<file path="src/sv/lkvc_pkg.sv">
// lkvc_pkg: shared constants, types and command codes for the lru key-value cache
package lkvc_pkg;

   localparam int Entries   = 8;
   localparam int KeyBits   = 32;
   localparam int DataBits  = 32;
   localparam int CapBits   = 4;
   localparam int IdxBits   = (Entries > 1) ? $clog2(Entries) : 1;
   localparam int StoreBits = (KeyBits < DataBits) ? KeyBits : DataBits;

   localparam logic [CapBits-1:0] CapReset = CapBits'(8);

   localparam logic CmdInsert = 1'b0;
   localparam logic CmdLookup = 1'b1;

   typedef logic [StoreBits-1:0]       skey_type;
   typedef logic signed [DataBits-1:0] data_type;

   typedef struct packed {
      skey_type key;
      data_type value;
      logic     valid;
   } entry_type;

   typedef struct packed {
      logic     go;
      logic     hit_mode;
      logic     ins_miss;
      logic     evict;
      skey_type key;
   } cell_ctl_type;

   typedef struct packed {
      logic                hit;
      data_type            read_value;
      logic [DataBits-1:0] recent_key;
      logic                recent_valid;
   } rsp_type;

endpackage

</file>
<file path="src/sv/lkvc_req_if.sv">
// lkvc_req_if: request channel carrying command, key and value beats
interface lkvc_req_if;
   logic                     valid;
   logic                     ready;
   logic                     command;
   logic [31:0]              key;
   logic signed [31:0]       value;

   modport source (output valid, output command, output key, output value, input ready);
   modport sink   (input valid, input command, input key, input value, output ready);
endinterface

</file>
<file path="src/sv/lkvc_rsp_if.sv">
// lkvc_rsp_if: response channel carrying hit, read value and most recent key beats
interface lkvc_rsp_if;
   logic                     valid;
   logic                     ready;
   logic                     hit;
   logic signed [31:0]       read_value;
   logic [31:0]              recent_key;
   logic                     recent_valid;

   modport source (output valid, output hit, output read_value, output recent_key,
                   output recent_valid, input ready);
   modport sink   (input valid, input hit, input read_value, input recent_key,
                   input recent_valid, output ready);
endinterface

</file>
<file path="src/sv/lkvc_cell.sv">
// lkvc_cell: one recency-ordered entry slot that compares its key and shifts from its neighbor
module lkvc_cell (
   input  logic                  clock,
   input  logic                  reset,
   input  lkvc_pkg::cell_ctl_type ctl,
   input  lkvc_pkg::entry_type   prev,
   input  logic                  tail_in,
   output lkvc_pkg::entry_type   ent,
   output logic                  match,
   output logic                  tail_out
);

   lkvc_pkg::skey_type key_ff, key_in;
   lkvc_pkg::data_type value_ff, value_in;
   logic               valid_ff, valid_in;
   logic               shift;

   assign match    = valid_ff && (key_ff == ctl.key);
   assign tail_out = match | tail_in;

   // hit: every cell at or above the hit position moves down one place
   // new key: the used prefix moves down, dropping the last entry on eviction
   always_comb begin
      priority if (ctl.hit_mode) begin
         shift = tail_out;
      end else if (ctl.ins_miss) begin
         shift = ctl.evict ? valid_ff : prev.valid;
      end else begin
         shift = 1'b0;
      end
      if (ctl.go && shift) begin
         key_in   = prev.key;
         value_in = prev.value;
         valid_in = prev.valid;
      end else begin
         key_in   = key_ff;
         value_in = value_ff;
         valid_in = valid_ff;
      end
   end

   always_ff @(posedge clock) begin
      key_ff   <= key_in;
      value_ff <= value_in;
      if (reset) begin
         valid_ff <= 1'b0;
      end else begin
         valid_ff <= valid_in;
      end
   end

   assign ent.key   = key_ff;
   assign ent.value = value_ff;
   assign ent.valid = valid_ff;

endmodule

</file>
<file path="src/sv/lru_key_value_cache_core.sv">
// lru_key_value_cache_core: fully associative key-value cache with lru replacement
//
// Entries sit in a row of cells kept in recency order, cell 0 the most recent.
// Each request beat is compared against every cell in the same cycle; a hit or
// a new key shifts the cells in front of the affected position down by one and
// loads the request entry into cell 0, so eviction always drops the last used
// cell. A beat is accepted every cycle while the response register is empty or
// being drained; the compare and shift across the row complete in the accepting
// cycle, and the registered response appears in the cycle after. Capacity is
// written through csr_we/csr_wdata by the user only while idle, unenforced by
// the block; zero acts as one and values above the entry count act as the entry count.
module lru_key_value_cache_core (
   input  logic                              clock,
   input  logic                              reset,
   lkvc_req_if.sink                          req_chan,
   lkvc_rsp_if.source                        rsp_chan,
   input  logic                              csr_we,
   input  logic [lkvc_pkg::CapBits-1:0]      csr_wdata
);

   logic [lkvc_pkg::CapBits-1:0] csr_cap_ff, csr_cap_in;
   logic [lkvc_pkg::IdxBits-1:0] cap_idx;

   lkvc_pkg::entry_type           ent [lkvc_pkg::Entries];
   lkvc_pkg::entry_type           front;
   logic [lkvc_pkg::Entries-1:0]  match_vec;
   logic [lkvc_pkg::Entries-1:0]  vld_vec;
   logic [lkvc_pkg::Entries:0]    tail;
   lkvc_pkg::cell_ctl_type        ctl;
   lkvc_pkg::skey_type            req_key;
   lkvc_pkg::data_type            match_value;

   logic                          go;
   logic                          hit;
   logic                          evict;
   logic                          is_insert;

   logic                          rsp_valid_ff, rsp_valid_in;
   lkvc_pkg::rsp_type             rsp_ff, rsp_in;

   assign csr_cap_in = csr_we ? csr_wdata : csr_cap_ff;

   always_ff @(posedge clock) begin
      if (reset) begin
         csr_cap_ff <= lkvc_pkg::CapReset;
      end else begin
         csr_cap_ff <= csr_cap_in;
      end
   end

   always_comb begin
      priority if (csr_cap_ff == '0) begin
         cap_idx = '0;
      end else if (32'(csr_cap_ff) > lkvc_pkg::Entries) begin
         cap_idx = lkvc_pkg::IdxBits'(lkvc_pkg::Entries - 1);
      end else begin
         cap_idx = lkvc_pkg::IdxBits'(csr_cap_ff - lkvc_pkg::CapBits'(1));
      end
   end

   assign req_chan.ready = !rsp_valid_ff || rsp_chan.ready;
   assign go             = req_chan.valid && req_chan.ready;
   assign req_key        = lkvc_pkg::StoreBits'(req_chan.key);
   assign is_insert      = (req_chan.command == lkvc_pkg::CmdInsert);
   assign hit            = tail[0];
   assign evict          = vld_vec[cap_idx];

   always_comb begin
      match_value = '0;
      for (int i = 0; i < lkvc_pkg::Entries; i++) begin
         if (match_vec[i]) begin
            match_value = match_value | ent[i].value;
         end
      end
   end

   assign front.key   = req_key;
   assign front.value = is_insert ? req_chan.value : match_value;
   assign front.valid = 1'b1;

   assign ctl.go       = go;
   assign ctl.hit_mode = hit;
   assign ctl.ins_miss = is_insert && !hit;
   assign ctl.evict    = evict;
   assign ctl.key      = req_key;

   assign tail[lkvc_pkg::Entries] = 1'b0;

   for (genvar i = 0; i < lkvc_pkg::Entries; i++) begin : g_cell
      lkvc_pkg::entry_type prev;
      if (i == 0) begin : g_head
         assign prev = front;
      end else begin : g_link
         assign prev = ent[i-1];
      end
      lkvc_cell u_cell (
         .clock    (clock),
         .reset    (reset),
         .ctl      (ctl),
         .prev     (prev),
         .tail_in  (tail[i+1]),
         .ent      (ent[i]),
         .match    (match_vec[i]),
         .tail_out (tail[i])
      );
      assign vld_vec[i] = ent[i].valid;
   end

   always_comb begin
      rsp_in.hit        = hit;
      rsp_in.read_value = (!is_insert && hit) ? match_value : '0;
      if (is_insert || hit) begin
         rsp_in.recent_key   = lkvc_pkg::DataBits'(req_key);
         rsp_in.recent_valid = 1'b1;
      end else begin
         rsp_in.recent_key   = ent[0].valid ? lkvc_pkg::DataBits'(ent[0].key) : '0;
         rsp_in.recent_valid = ent[0].valid;
      end
   end

   always_comb begin
      priority if (go) begin
         rsp_valid_in = 1'b1;
      end else if (rsp_chan.ready) begin
         rsp_valid_in = 1'b0;
      end else begin
         rsp_valid_in = rsp_valid_ff;
      end
   end

   always_ff @(posedge clock) begin
      if (go) begin
         rsp_ff <= rsp_in;
      end
      if (reset) begin
         rsp_valid_ff <= 1'b0;
      end else begin
         rsp_valid_ff <= rsp_valid_in;
      end
   end

   assign rsp_chan.valid        = rsp_valid_ff;
   assign rsp_chan.hit          = rsp_ff.hit;
   assign rsp_chan.read_value   = rsp_ff.read_value;
   assign rsp_chan.recent_key   = rsp_ff.recent_key;
   assign rsp_chan.recent_valid = rsp_ff.recent_valid;

   // used cells always form a prefix of the row
   a_valid_prefix: assert property (@(posedge clock) disable iff (reset)
      (vld_vec & (vld_vec + lkvc_pkg::Entries'(1))) == '0)
      else $error("valid cells are not a prefix");

   // keys are unique, so at most one cell matches
   a_single_match: assert property (@(posedge clock) disable iff (reset)
      $onehot0(match_vec))
      else $error("more than one cell matches the key");

   // an accepted insert always leaves a most recent entry
   a_insert_recent: assert property (@(posedge clock) disable iff (reset)
      go && is_insert |=> rsp_valid_ff && rsp_ff.recent_valid)
      else $error("insert beat without a most recent entry");

   // a lookup miss leaves the row untouched
   a_miss_stable: assert property (@(posedge clock) disable iff (reset)
      go && !is_insert && !hit |=> $stable(vld_vec))
      else $error("lookup miss changed the row");

   // a new key without eviction adds exactly one entry
   a_insert_grow: assert property (@(posedge clock) disable iff (reset)
      go && is_insert && !hit && !evict |=>
      $countones(vld_vec) == $countones($past(vld_vec)) + 1)
      else $error("insert without eviction did not add an entry");

endmodule

</file>
<file path="src/flat_wrapper.sv">
// flat-port wrapper written by rule: the top's interface ports become plain ports
module lru_key_value_cache_core_flat 
  (clock, reset, csr_we, csr_wdata, req_chan_valid, req_chan_command, req_chan_key, req_chan_value, req_chan_ready, rsp_chan_valid, rsp_chan_hit, rsp_chan_read_value, rsp_chan_recent_key, rsp_chan_recent_valid, rsp_chan_ready);
  lkvc_req_if req_chan_i ();
  lkvc_rsp_if rsp_chan_i ();
  input  logic clock;
  input  logic reset;
  input  logic csr_we;
  input  logic [lkvc_pkg::CapBits-1:0] csr_wdata;
  input wire logic [$bits(req_chan_i.valid)-1:0] req_chan_valid;
  input wire logic [$bits(req_chan_i.command)-1:0] req_chan_command;
  input wire logic [$bits(req_chan_i.key)-1:0] req_chan_key;
  input wire logic [$bits(req_chan_i.value)-1:0] req_chan_value;
  output wire logic [$bits(req_chan_i.ready)-1:0] req_chan_ready;
  output wire logic [$bits(rsp_chan_i.valid)-1:0] rsp_chan_valid;
  output wire logic [$bits(rsp_chan_i.hit)-1:0] rsp_chan_hit;
  output wire logic [$bits(rsp_chan_i.read_value)-1:0] rsp_chan_read_value;
  output wire logic [$bits(rsp_chan_i.recent_key)-1:0] rsp_chan_recent_key;
  output wire logic [$bits(rsp_chan_i.recent_valid)-1:0] rsp_chan_recent_valid;
  input wire logic [$bits(rsp_chan_i.ready)-1:0] rsp_chan_ready;
  assign req_chan_i.valid = req_chan_valid;
  assign req_chan_i.command = req_chan_command;
  assign req_chan_i.key = req_chan_key;
  assign req_chan_i.value = req_chan_value;
  assign req_chan_ready = req_chan_i.ready;
  assign rsp_chan_valid = rsp_chan_i.valid;
  assign rsp_chan_hit = rsp_chan_i.hit;
  assign rsp_chan_read_value = rsp_chan_i.read_value;
  assign rsp_chan_recent_key = rsp_chan_i.recent_key;
  assign rsp_chan_recent_valid = rsp_chan_i.recent_valid;
  assign rsp_chan_i.ready = rsp_chan_ready;
  lru_key_value_cache_core u_core (.clock(clock), .reset(reset), .req_chan(req_chan_i), .rsp_chan(rsp_chan_i), .csr_we(csr_we), .csr_wdata(csr_wdata));
endmodule
</file>
<file path="config.mk">
export PLATFORM = sky130hd
export DESIGN_NAME = lru_key_value_cache_core_flat
export DESIGN_NICKNAME = d
export VERILOG_FILES = /design/src/sv/lkvc_pkg.sv /design/src/sv/lkvc_req_if.sv /design/src/sv/lkvc_rsp_if.sv /design/src/sv/lkvc_cell.sv /design/src/sv/lru_key_value_cache_core.sv /design/src/flat_wrapper.sv
export SDC_FILE = /design/constraint.sdc
export NUM_CORES = 1
export LEC_CHECK = 0
export BUFFER_PORTS_ARGS = -buffer_cell sky130_fd_sc_hd__clkbuf_2
export CAP_MARGIN = 5
export CORE_MARGIN = 1
export CORE_UTILIZATION = 32
export CTS_CLUSTER_SIZE = 8
export DETAILED_ROUTE_END_ITERATION = 6
export SKIP_LAST_GASP = 1
export SYNTH_ARGS = -nofsm -noshare
export SYNTH_HDL_FRONTEND = slang
export SYNTH_SLANG_ARGS = --single-unit
export TNS_END_PERCENT = 5
</file>
<file path="constraint.sdc">
create_clock -name clock -period 16.5 [get_ports clock]
set_input_delay 0.825 -clock clock [delete_from_list [all_inputs] [get_ports clock]]
set_output_delay 0.825 -clock clock [all_outputs]
set_load 0.02 [all_outputs]
</file>
---- Yosys cells after proc, flatten, opt, wreduce, memory -nomap -nowiden ----
Index checks and enable logic that the tools add are counted.
cells by class
  equal/unequal tests ..................... 8
  muxes and demuxes ....................... 41
  divide/modulo/power cells ............... 0
  $mul .................................... 0
  shifts and indexed selects .............. 0
  reductions and logical operators ........ 25
  add/sub/neg operators ................... 1
  $lt $le $gt $ge ......................... 2
  bitwise operators ....................... 15
operators by type and width
  cell                                                         number
  two-way mux 32 bit                                           10
  equality test 32 bit                                         8
  OR 32 bit                                                    7
  two-way mux 33 bit                                           1
  two-way mux 1 bit                                            27
  logical AND 1 bit                                            19
  OR 1 bit                                                     7
  two-way mux 3 bit                                            2
  > comparator 4 bit (second input constant)                   1
  zero test 4 bit                                              1
  less-than comparator 3 x 4 -> 1 bit (second input constant)  1
  binary-select mux 1 bit (select 3 bit)                       1
  subtractor 3 x 1 -> 3 bit (second input constant)            1
  zero test 1 bit                                              2
  logical OR 1 bit                                             2
  nonzero test 2 bit                                           1
  inverter 1 bit                                               1
word-level totals
  logic and storage cells ................. 122
  input bits .............................. 74
  bits in writable memories ............... 0
  output and inout port bits .............. 68
  flip-flop bits (word level) ............. 591
  latch bits .............................. 0
  bits in read-only memories .............. 0
  memories ................................ 0

---- Depth between registers and ports, before layout ----
  word-level depth ........................ 18
  depth in mapped cells ................... 13
  mapped depth without buffers ............ 10

---- Modules after synthesis ----
From an unflattened synthesis, not the netlist that was laid out.
second synthesis, totals
  cells, all modules ...................... 1,476
  area, all modules ....................... 23,546.3 um^2
modules (own cells, without submodules)
  module                    instances  seq. area each (um^2)  area each (um^2)  cells an instance
  lkvc_cell                 8          1,941.9                2,367.3           120
  lru_key_value_cache_core  1          2,082.0                4,608.2           516

---- Least setup slack after synthesis ----
No wires, ideal clock.
  path type ............................... flip-flop to flip-flop
  start point ............................. reg u_core.csr_cap_ff[0] (netlist name)
  end point ............................... reg u_core.g_cell[5].u_cell.key_ff[0], enable pin
  library setup time ...................... 574 ps
  path slack .............................. 9,133 ps
  required time ........................... 15,926 ps
  buffers on the path ..................... 1
  cell stages (with the launch flop) ...... 11
  arrival time ............................ 6,793 ps
  clock period less this slack ............ 7,367 ps
  cells stage by stage .................... dfxtp_1 inv_1 ha_1 nand2b_1 o21ai_0 a311o_1 a221oi_1 a311o_1 clkbuf_1 mux2i_1 o21ai_0
on the way
  cells in the longest elaborated chain, start to end .. 9
  elaborated cells between the ends (all ways) .. 11
  classes of those cells .................. add/sub (1); order compare (1); mux (7); reduce/logical (2)
ends and longest elaborated chain
  what                                                                    line                                                            RTL
  start, declared                                                         lru_key_value_cache_core.sv:21                                  logic [lkvc_pkg::CapBits-1:0] csr_cap_ff, csr_cap_in;
  start signal, assigned                                                  lru_key_value_cache_core.sv:45                                  csr_cap_ff <= lkvc_pkg::CapReset;
  start signal, assigned                                                  lru_key_value_cache_core.sv:47                                  csr_cap_ff <= csr_cap_in;
  > comparator 4 bit / subtractor 3 x 1 -> 3 bit (equally long branches)  lru_key_value_cache_core.sv:54, lru_key_value_cache_core.sv:57
  two-way mux 3 bit                                                       lru_key_value_cache_core.sv:54                                  end else if (32'(csr_cap_ff) > lkvc_pkg::Entries) begin
  two-way mux 3 bit (*)                                                   lru_key_value_cache_core.sv:52                                  priority if (csr_cap_ff == '0) begin
  binary-select mux 1 bit (select 3 bit) (*)                              lru_key_value_cache_core.sv:66                                  assign evict = vld_vec[cap_idx];
  two-way mux 1 bit (not written as such) (*)                             lru_key_value_cache_core.sv:66
  two-way mux 1 bit (*)                                                   lkvc_cell.sv:27                                                 shift = ctl.evict ? valid_ff : prev.valid;
  two-way mux 1 bit (*)                                                   lkvc_cell.sv:26                                                 end else if (ctl.ins_miss) begin
  two-way mux 1 bit (*)                                                   lkvc_cell.sv:24                                                 priority if (ctl.hit_mode) begin
  logical AND 1 bit (*)                                                   lkvc_cell.sv:31                                                 if (ctl.go && shift) begin
  end signal, assigned                                                    lkvc_cell.sv:43                                                 key_ff <= key_in;
  end, declared                                                           lkvc_cell.sv:13                                                 lkvc_pkg::skey_type key_ff, key_in;
Mark *: on every way between the ends. The rest lies on a longest branch, timed or not. The select of a mux whose other input is x is not followed.
A chain may end at the register's enable or synchronous reset.

---- Final worst setup path ----
  start point ............................. in req_chan_key[5]
  end point ............................... reg u_core.g_cell[0].u_cell.key_ff[31], enable pin
on the way
  cells in the longest elaborated chain, start to end .. 14
  elaborated cells between the ends (all ways) .. 28
  classes of those cells .................. eq/ne (8); mux (2); bitwise (7); reduce/logical (11)
ends and longest elaborated chain
  what                    line                            RTL
  start, declared         flat_wrapper.sv:12              input wire logic [$bits(req_chan_i.key)-1:0] req_chan_key;
  equality test 32 bit    lkvc_cell.sv:18                 assign match = valid_ff && (key_ff == ctl.key);
  logical AND 1 bit       lkvc_cell.sv:18
  OR 1 bit (6 in series)  lkvc_cell.sv:19                 assign tail_out = match | tail_in;
  OR 1 bit (*)            lkvc_cell.sv:19
  zero test 1 bit         lru_key_value_cache_core.sv:83  assign ctl.ins_miss = is_insert && !hit;
  logical AND 1 bit       lru_key_value_cache_core.sv:83
  two-way mux 1 bit       lkvc_cell.sv:26
  two-way mux 1 bit (*)   lkvc_cell.sv:24
  logical AND 1 bit (*)   lkvc_cell.sv:31
  end signal, assigned    lkvc_cell.sv:43
  end, declared           lkvc_cell.sv:13
Mark *: on every way between the ends. The rest lies on a longest branch, timed or not.

==> parameters.txt <==
Parameter                              Value

Power and ir drop
  Peak ir drop on the vdd network    0.0773 mV
  Power dissipated by switching net loads    734 uW
  Fraction of power consumed by combinational cells    4.7%
  Switching share of power    21.8%
  Tot Pwr    3.36 mW
  Internal power summed over all cells    2.63 mW
  Reg power frac    49.9%
  Pwr dens    119 nW/um^2
  Static leakage    9.21 nW
  Clock power share    45.4%

Route
  Router iterations before antenna repair    7
  Number of nets still failing antenna checks after routing    0
  Count of vias placed by the detailed router    14,400
  Total wire length after detailed routing    64.4 mm
  Average detailed-routed wire length per instance    24.1 um
  First DRT Iteration DRCs    1,324
  Number of remaining DRC errors    5
  Vias per std cell    5.40

Critical path
  Kind of launch point of the worst setup path    primary input
  Source of the critical timing path    req_chan_key[5]
  Worst endpoint data arrival time    5160 ps
  Cell repeated most along the worst path    sky130_fd_sc_hd__buf_4
  Setup crit end kind    register
  Slowest Stage Delay on Critical Path    750 ps
  R2R Path Start    u_core.g_cell[3].u_cell.key_ff[5]
  R2r setup slk    11,720 ps
  Highest fanout seen on the critical path    68
  Worst Path Class, Setup    primary input to register
  Critical Path, Cell by Cell    clkbuf_2 -> xor2_1 -> or4_1 -> or4_4 -> nor3_4 -> buf_4 -> or3_2 -> or4_2 -> buf_4 -> nor2_1 -> nor2_4 -> buf_4
  Slowest library cell on the worst path    sky130_fd_sc_hd__buf_4
  Data required, critical path    16,730 ps

Placement
  Detailed placement HPWL    40.3 mm
  Instance area after placement    25,900 um^2
  Final estimated routing congestion in global placement    0.958
  Count of buffers inserted at the top-level ports    141

CTS
  Number of sinks on the clock net    591
  Resize count post-CTS    0
  Post-CTS setup buffers    0
  CTS HTree Levels    3
  Insertion delay of the later-clocked pin in the worst-skew pair    630 ps
  Total clock buffers created by CTS    83
  TritonCTS clock tree    yes
  Hold buffer count at cts    0
  Root buf cell    sky130_fd_sc_hd__clkbuf_16
  Clock-pin slew reported for the worst setup and hold paths after clock tree synthesis    50 ps
  Maximum root-to-sink buffer count    3

Global routing
  Wire length of the first global-routing pass    95.6 mm
  Sum of overflow across all layers after global routing    0
  Number of antenna violations at the first check in global routing    0
  Pin count of the biggest net entering global routing    84
  Number of global-route vias before repair    14,700
  Overall global routing resource usage    16.5%

Final layout
  Diode count    0
  Synth-to-layout area growth    16.5%
  Highest-count cells in the layout ignoring fill and taps    sky130_fd_sc_hd__edfxtp_1 (578), sky130_fd_sc_hd__xor2_1 (200), sky130_fd_sc_hd__clkbuf_2 (141)
  Number of nets in the layout    1,752
  Most common library cell in the layout ignoring fill and taps    sky130_fd_sc_hd__edfxtp_1
  Post-route cell area    28,100 um^2
  FILL cells    6,955
  Layout cells sized above 1    16.1%

Die
  Die width    277 um
  Starting utilization of the core area    32.4%
  Full die area    76,600 um^2
  Placement Rows    100
  Die Y    277 um
  Core Area    74,600 um^2
  Boundary Pins    142

Yosys
  Number of enable flip-flop cells after synthesis    578
  Average footprint of a synthesized cell    15.9 um^2
  Synth warn    0
  Share of async-settable or async-resettable flops after synthesis    0%
  Register bit total from synthesis    591
  Distinct cells, synth    55
  Net count after synthesis    1,597
  Netlist Area Pre-Place    24,200 um^2
  Top FF cell, synth    sky130_fd_sc_hd__edfxtp_1
  Seq/Total Area, Yosys    72.9%
  Post-Synthesis Cells    1,522

Timing
  Setup TNS    0 ps
  Setup repair after global routing missed its margin    no
  Minimum clock period    4930 ps
  Total count of hold-check failures in the final report    0
  Worst Tran Pin Value    1060 ps
  Hold Slack    428 ps
  Achievable frequency    0.203 GHz
  Max Slew Vio Count    0
  Post-route fraction of the period consumed by the critical path    29.9%
  Headroom to the max-slew limit    29.3%
  Setup skew after layout    21.0 ps
  Total setup violations reported at the end of the flow    0

Flow run
  Count of maximum capacitance violations    0

Worst hold path
  Path class of the lowest-slack min-delay path    primary input to register
  Source of the worst hold timing path    req_chan_valid

Run status
  Status    finished with violations
  Violations in the final reports    DRC
==> metrics by stage <==
stage	util, %	std cells	setup slack [ps]
finish	37.7	2667	11570
CTS	37.7	2667	11630
global placement	34.7	2561	11000
floorplan	-	1522	9130
global route	37.7	2667	11380
detailed placement	34.7	2561	10980
==> sequential cells by signal, indices dropped and copies added, names as in the netlist <==
signal,flops
u_core.g_cell.u_cell.valid_ff,8
u_core.rsp_chan.valid,1
u_core.g_cell.u_cell.value_ff,256
u_core.rsp_chan.hit,1
u_core.rsp_chan.read_value,32
u_core.rsp_chan.recent_key,32
u_core.rsp_chan.recent_valid,1
u_core.csr_cap_ff,4
u_core.g_cell.u_cell.key_ff,256
==> path summary, 6_finish.rpt <==
kind,to,depth (start not counted)
max,u_core.g_cell[0].u_cell.key_ff[31],12
min,u_core.rsp_chan.valid,3
max reg2reg,u_core.g_cell[0].u_cell.key_ff[31],11
min reg2reg,u_core.g_cell[2].u_cell.value_ff[30],0
==> cells by family after synthesis <==
family                   after synthesis  synth area share [%]
AO/OA/AOI/OAI                        311                  9.23
AND/OR/NAND/NOR                      249                  5.87
buffers and inverters                103                  2.19
adder cells (fa/ha/maj)                2                0.0932
XOR/XNOR                             256                  9.28
flip-flops                           591                  72.9
multiplexers                          10                 0.419
==> Yosys cell counts, types with 32 or more instances <==
master                       n  area, um^2
sky130_fd_sc_hd__nand2_1    53         199
sky130_fd_sc_hd__xnor2_1    56         490
sky130_fd_sc_hd__edfxtp_1  578       17400
sky130_fd_sc_hd__clkbuf_1   40         150
sky130_fd_sc_hd__a22o_1     32         280
sky130_fd_sc_hd__a221oi_1   34         298
sky130_fd_sc_hd__a21o_1     33         248
sky130_fd_sc_hd__o31ai_1    32         240
sky130_fd_sc_hd__a31oi_1    35         219
sky130_fd_sc_hd__a22oi_1    64         480
sky130_fd_sc_hd__nor4_1     78         488
sky130_fd_sc_hd__o21ai_0    40         200
sky130_fd_sc_hd__xor2_1    200        1750
==> power by group through the flow <==
stage / Sequential (mW) / Clock (mW) / Combinational (mW)
after global placement: 1.70 / 0 / 0.154
after global routing: 1.68 / 1.60 / 0.166
final: 1.68 / 1.53 / 0.157
after CTS: 1.68 / 1.55 / 0.156
after floorplan: 1.71 / 0 / 0.0862
after detailed placement: 1.71 / 0 / 0.155
==> layout make-up <==
type	instances	area, um^2	share of cell area, %
multi-input cells	828	6160	21.9
well taps	969	1210	4.31
flip-flops and latches	591	17600	62.6
inverters	11	45.0	0.160
clock buffers	101	2190	7.77
repair buffers	162	863	3.07
clock inverters	5	55.1	0.196
==> per-layer routing <==
metal | up-vias | GRT usage, % | share of wire (%)
met1 | 7364 | 22.1 | 43
met3 | 121 | 2.18 | 5.7
met4 | 0 | 6.51 | 2.8
met2 | 634 | 27.2 | 49
met5 | - | 0 | 0
li1 | 6287 | - | -
==> worst max-delay path, delay by kind of cell <==
family | cells | cell delay [ps]
simple gates | 7 | 1920
xor+xnor | 1 | 250
buf+inv | 4 | 1990
(Power assumes the default switching activity.)
